### src/rtl/cbez_pkg.sv
// ============================================================================
// cbez_pkg: shared types and constants for the cubic Bezier point evaluator
// Widths of the parameter, weight and coordinate paths and the register map.
// ============================================================================
package cbez_pkg;

    localparam int T_W     = 17;
    localparam int COORD_W = 16;
    localparam int W_W     = 49;
    localparam int PROD_W  = 64;
    localparam int CFG_IDX_W = 3;

    localparam logic [T_W-1:0]    ONE_Q16    = 17'd65536;
    localparam logic [PROD_W-1:0] ROUND_HALF = 64'h0000_8000_0000_0000;

    typedef enum logic [CFG_IDX_W-1:0] {
        REG_P0_X = 3'd0,
        REG_P0_Y = 3'd1,
        REG_P1_X = 3'd2,
        REG_P1_Y = 3'd3,
        REG_P2_X = 3'd4,
        REG_P2_Y = 3'd5,
        REG_P3_X = 3'd6,
        REG_P3_Y = 3'd7
    } t_reg_idx;

    typedef logic [3:0][COORD_W-1:0] t_coord4;
    typedef logic [3:0][W_W-1:0]     t_weights;

    typedef struct packed {
        t_coord4 x;
        t_coord4 y;
    } t_ctrl_pts;

endpackage

### src/rtl/cbez_if.sv


interface cbez_cfg_if;
    logic               valid;
    logic               ready;
    logic [2:0]         index;
    logic signed [15:0] data;

    modport source (output valid, output index, output data, input ready);
    modport sink   (input valid, input index, input data, output ready);
endinterface

### src/rtl/cbez_cfg_regs.sv
// ============================================================================
// cbez_cfg_regs: control point register file
// Holds the four control points, written one coordinate per transfer.
// ============================================================================
module cbez_cfg_regs
    import cbez_pkg::*;
(
    input  logic        i_clk,
    input  logic        i_rst_n,
    cbez_cfg_if.sink    i_cfg_ch,
    output t_ctrl_pts   o_pts
);

    t_ctrl_pts r_pts;

    assign i_cfg_ch.ready = 1'b1;
    assign o_pts          = r_pts;

    always_ff @(posedge i_clk) begin
        if (!i_rst_n) begin
            r_pts <= '0;
        end else if (i_cfg_ch.valid) begin
            case (t_reg_idx'(i_cfg_ch.index))
                REG_P0_X: r_pts.x[0] <= i_cfg_ch.data;
                REG_P0_Y: r_pts.y[0] <= i_cfg_ch.data;
                REG_P1_X: r_pts.x[1] <= i_cfg_ch.data;
                REG_P1_Y: r_pts.y[1] <= i_cfg_ch.data;
                REG_P2_X: r_pts.x[2] <= i_cfg_ch.data;
                REG_P2_Y: r_pts.y[2] <= i_cfg_ch.data;
                REG_P3_X: r_pts.x[3] <= i_cfg_ch.data;
                REG_P3_Y: r_pts.y[3] <= i_cfg_ch.data;
                default: begin
                end
            endcase
        end
    end

endmodule

### src/flat_wrapper.sv
// flat-port wrapper written by rule: the top's interface ports become plain ports
module cbez_cfg_regs_flat import cbez_pkg::*;
  (i_clk, i_rst_n, o_pts, i_cfg_ch_valid, i_cfg_ch_index, i_cfg_ch_data, i_cfg_ch_ready);
  cbez_cfg_if i_cfg_ch_i ();
  input  logic i_clk;
  input  logic i_rst_n;
  output t_ctrl_pts o_pts;
  input wire logic [$bits(i_cfg_ch_i.valid)-1:0] i_cfg_ch_valid;
  input wire logic [$bits(i_cfg_ch_i.index)-1:0] i_cfg_ch_index;
  input wire logic [$bits(i_cfg_ch_i.data)-1:0] i_cfg_ch_data;
  output wire logic [$bits(i_cfg_ch_i.ready)-1:0] i_cfg_ch_ready;
  assign i_cfg_ch_i.valid = i_cfg_ch_valid;
  assign i_cfg_ch_i.index = i_cfg_ch_index;
  assign i_cfg_ch_i.data = i_cfg_ch_data;
  assign i_cfg_ch_ready = i_cfg_ch_i.ready;
  cbez_cfg_regs u_core (.i_clk(i_clk), .i_rst_n(i_rst_n), .i_cfg_ch(i_cfg_ch_i), .o_pts(o_pts));
endmodule
### config.mk
export PLATFORM = sky130hd
export DESIGN_NAME = cbez_cfg_regs_flat
export DESIGN_NICKNAME = d
export VERILOG_FILES = /design/src/rtl/cbez_pkg.sv /design/src/rtl/cbez_if.sv /design/src/rtl/cbez_cfg_regs.sv /design/src/flat_wrapper.sv
export SDC_FILE = /design/constraint.sdc
export NUM_CORES = 1
export LEC_CHECK = 0
export BUFFER_PORTS_ARGS = -buffer_cell sky130_fd_sc_hd__buf_2
export CORE_ASPECT_RATIO = 0.6
export CORE_MARGIN = 2
export CORE_UTILIZATION = 56
export CTS_BUF_LIST = sky130_fd_sc_hd__clkbuf_2 sky130_fd_sc_hd__clkbuf_4 sky130_fd_sc_hd__clkbuf_8
export DETAILED_ROUTE_END_ITERATION = 6
export PLACE_DENSITY_LB_ADDON = 0.12
export SLEW_MARGIN = 20
export SYNTH_ARGS = -nofsm -noshare
export SYNTH_HDL_FRONTEND = slang
export SYNTH_SLANG_ARGS = --single-unit
### constraint.sdc
create_clock -name i_clk -period 2.6 [get_ports i_clk]
set_clock_uncertainty 0.15 [all_clocks]
set_input_delay 0.13 -clock i_clk [delete_from_list [all_inputs] [get_ports i_clk]]
set_output_delay 0.13 -clock i_clk [all_outputs]
set_load 0.02 [all_outputs]
==> flow_summary_export.csv <==
group,metric,value,unit
run_status,status,"completed",
hold_path,worst_hold_path.num_cells,3,
critical_path,critical_path_peak_fanout,16,
layout,fin_area,5830,um^2
yosys,syn_nets,463,
power_and_ir_drop,pwr-share-comb,7.4,%
yosys,netlist_instances,441,
detailed_routing,drt_wl_total,11.3,mm
power_and_ir_drop,lkg_pwr,3.33,nW
sta,worst_slew_pin_slew,911,ps
critical_path,critical_path.startpoint,"i_cfg_ch_index[0]",
clock_tree,cts.clk_slew.worst_paths,70,ps
sta,setup_repair_after_global_routing_missed_its_margin,"no",
detailed_routing,vias,3598,
critical_path,critical_path_arrival,1490,ps
layout,final_net_count,608,
die,floorplan.initialDensity,58.3,%
placed_design,place_worst_setup_slack,796,ps
layout,largest_register_ffs,128,
yosys,synth.distinct_cells,15,
die,ioPinCount,151,
critical_path,r2r-start,"u_core.o_pts[124]",
power_and_ir_drop,netSwitchingFraction,23.1,%
layout,non_filler_cells_final,707,
sta,final.hold.worst_slack,39.8,ps
die,die-width,121,um
sta,hold_violations,0,
layout,insertedDiodeCount,0,
clock_tree,post-cts-setup-buffers,0,
yosys,synth.avg_cell_area,10.5,um^2
critical_path,worst_setup_path_start_kind,"input port",
power_and_ir_drop,power_frac_clock,41.4,%
global_routing,grt_first_pass_wirelength,17.5,mm
detailed_routing,drtIter0Drc,204,
die,floorplan.die.height,74.4,um
placed_design,gp_congestion,0.849,
global_routing,number_of_antenna_violations_at_the_first_check_in_global_routing,0,
detailed_routing,number_of_vias_per_cell,5.09,
clock_tree,tritoncts,"built",
yosys,seq_area_frac_synth,55.3,%
hold_path,hp-start,"i_cfg_ch_data[5]",
power_and_ir_drop,vdd_drop_max,364,uV
clock_tree,cts-buffers-inserted,17,
yosys,synth.ff_latch_count,128,
placed_design,dpl.hpwl,7.72,mm
flow_run,drv_cap,0,
sta,slew_headroom,39.3,%
layout,drive_above_1_share,31.9,%
clock_tree,number_of_h_tree_levels,4,
global_routing,grt_start_max_net_pins,62,
yosys,post_synth_instance_area,4630,um^2
critical_path,timing.critical_path.required,2710,ps
critical_path,r2r.worst_path.cells,2,
critical_path,worstSetupEndpointType,"register",
layout,syn2layout_area_growth,25.8,%
global_routing,grtUsageTotal,25.9,%
detailed_routing,detail_route.wl_per_cell,16.0,um
sta,max_freq,726,MHz
critical_path,ff2ff_setup_slack,1780,ps
sta,slew_violations,0,
critical_path,timing_worst_setup_path_type,"input port to register",
critical_path,r2r-end,"u_core.o_pts[124]",
yosys,yosys_warnings,0,
die,area_enclosed_by_the_die_boundary,9040,um^2
clock_tree,ctsResizeCount,0,
detailed_routing,first_pass_iters,5,
global_routing,grt_pass1_vias,3429,
sta,setup_viol_count_final,0,
sta,finalSetupTns,0,ps
clock_tree,hold_buffers,0,
global_routing,grt_overflow_total,0,
power_and_ir_drop,switchingPower,0.914,mW
die,placementRows,25,
detailed_routing,route.antenna.remaining_nets,0,
clock_tree,clk-insertion-delay-late,410,ps
clock_tree,cts.path.max_buffers,2,
placed_design,dp.cells,675,
placed_design,placed_area,5440,um^2
clock_tree,tritoncts_num_sinks,128,
detailed_routing,post-route-drc-count,0,
die,floorplan.core_area,7950,um^2
clock_tree,clock_tree_root_driver_cell,"sky130_fd_sc_hd__clkbuf_8",
power_and_ir_drop,seq_power_share,51.2,%
sta,period_needed,1380,ps
power_and_ir_drop,pwr_density_cell,679,nW/um^2
hold_path,timing.hold.worst_endpoint,"u_core.o_pts[37]",
sta,final.setup.worst_slack,1220,ps
placed_design,io_buffer_count,149,
sta,post-route-period-util,53.0,%
power_and_ir_drop,p_int,3.04,mW
hold_path,min_path_type,"input port to register",
## cell usage after synthesis, drive strengths merged
cell type / count / area share [%]
nand2: 144 / 12
dfxtp: 128 / 55
mux2i: 128 / 28
buf: 20 / 2.6
clkbuf: 12 / 0.97
nand4b: 3 / 0.57
nand4bb: 2 / 0.49
conb: 1 / 0.081
nand4: 1 / 0.14
nor4bb: 1 / 0.22
or4b: 1 / 0.22
## metal layers
layer | part of all wire, % | wire [um] | track usage, %
met1 | 47 | 5320 | 35.4
met2 | 44 | 4980 | 39.1
met3 | 8.2 | 933 | 7.36
met4 | 0.91 | 103 | 10.7
met5 | 0 | 0 | 0
## power by group through the flow
stage	combinational [mW]	sequential, mW	clock (mW)
final	0.293	2.03	1.64
after global routing	0.315	2.03	1.75
after CTS	0.293	2.03	1.66
after detailed placement	0.292	2.07	0
after global placement	0.288	2.07	0
after floorplan	0.133	2.12	0
## layout make-up
type,instances,area (um^2)
Clock buffer,25,300
Clock inverter,7,85.1
Fill cell,582,2120
Multi-Input combinational cell,281,1920
Sequential cell,128,2560
Tap cell,108,135
Timing Repair Buffer,158,828
## per-stage QoR
stage,total power [mW],utilization [%]
6_report,3.96,73.3
5_1_grt,4.09,73.3
4_1_cts,3.98,73.3
3_5_place_dp,2.36,68.5
3_3_place_gp,2.36,68.5
2_1_floorplan,2.25,-
## cells in the final DEF (no fill, tap or decap)
cell type,n
sky130_fd_sc_hd__mux2i_1,128
sky130_fd_sc_hd__nand2_1,144
sky130_fd_sc_hd__buf_2,148
sky130_fd_sc_hd__nand4b_1,3
sky130_fd_sc_hd__buf_4,9
sky130_fd_sc_hd__or4b_1,1
sky130_fd_sc_hd__bufinv_16,2
sky130_fd_sc_hd__nor4bb_4,1
sky130_fd_sc_hd__dfxtp_1,128
sky130_fd_sc_hd__nand4_1,1
sky130_fd_sc_hd__clkbuf_8,18
sky130_fd_sc_hd__clkbuf_4,7
sky130_fd_sc_hd__clkinv_2,5
sky130_fd_sc_hd__conb_1,1
sky130_fd_sc_hd__nand4bb_1,2
sky130_fd_sc_hd__buf_12,1
## worst max-delay path, stage by stage
cell and delay, ps:
sky130_fd_sc_hd__buf_2 150, sky130_fd_sc_hd__or4b_1 960, sky130_fd_sc_hd__mux2i_1 250
## kinds of logic after synthesis
group	share of synthesized area (%)
and+or+nand+nor	13.3
muxes	27.7
DFF	55.3
buffers and inverters	3.62
other	0.0810
## worst max path at each step
| stage | endpoint | slack, ps | cells past startpoint |
|---|---|---|---|
| 2_1_floorplan | u_core.o_pts[69] | 1270 | 4 |
| 3_3_place_gp | u_core.o_pts[74] | 840 | 3 |
| 4_1_cts | u_core.o_pts[70] | 1210 | 3 |
| 5_1_grt | u_core.o_pts[70] | 1140 | 3 |
| 6_report | u_core.o_pts[70] | 1220 | 3 |
| 3_5_place_dp | u_core.o_pts[70] | 800 | 3 |
No activity file was read; power rests on OpenSTA's default activity.
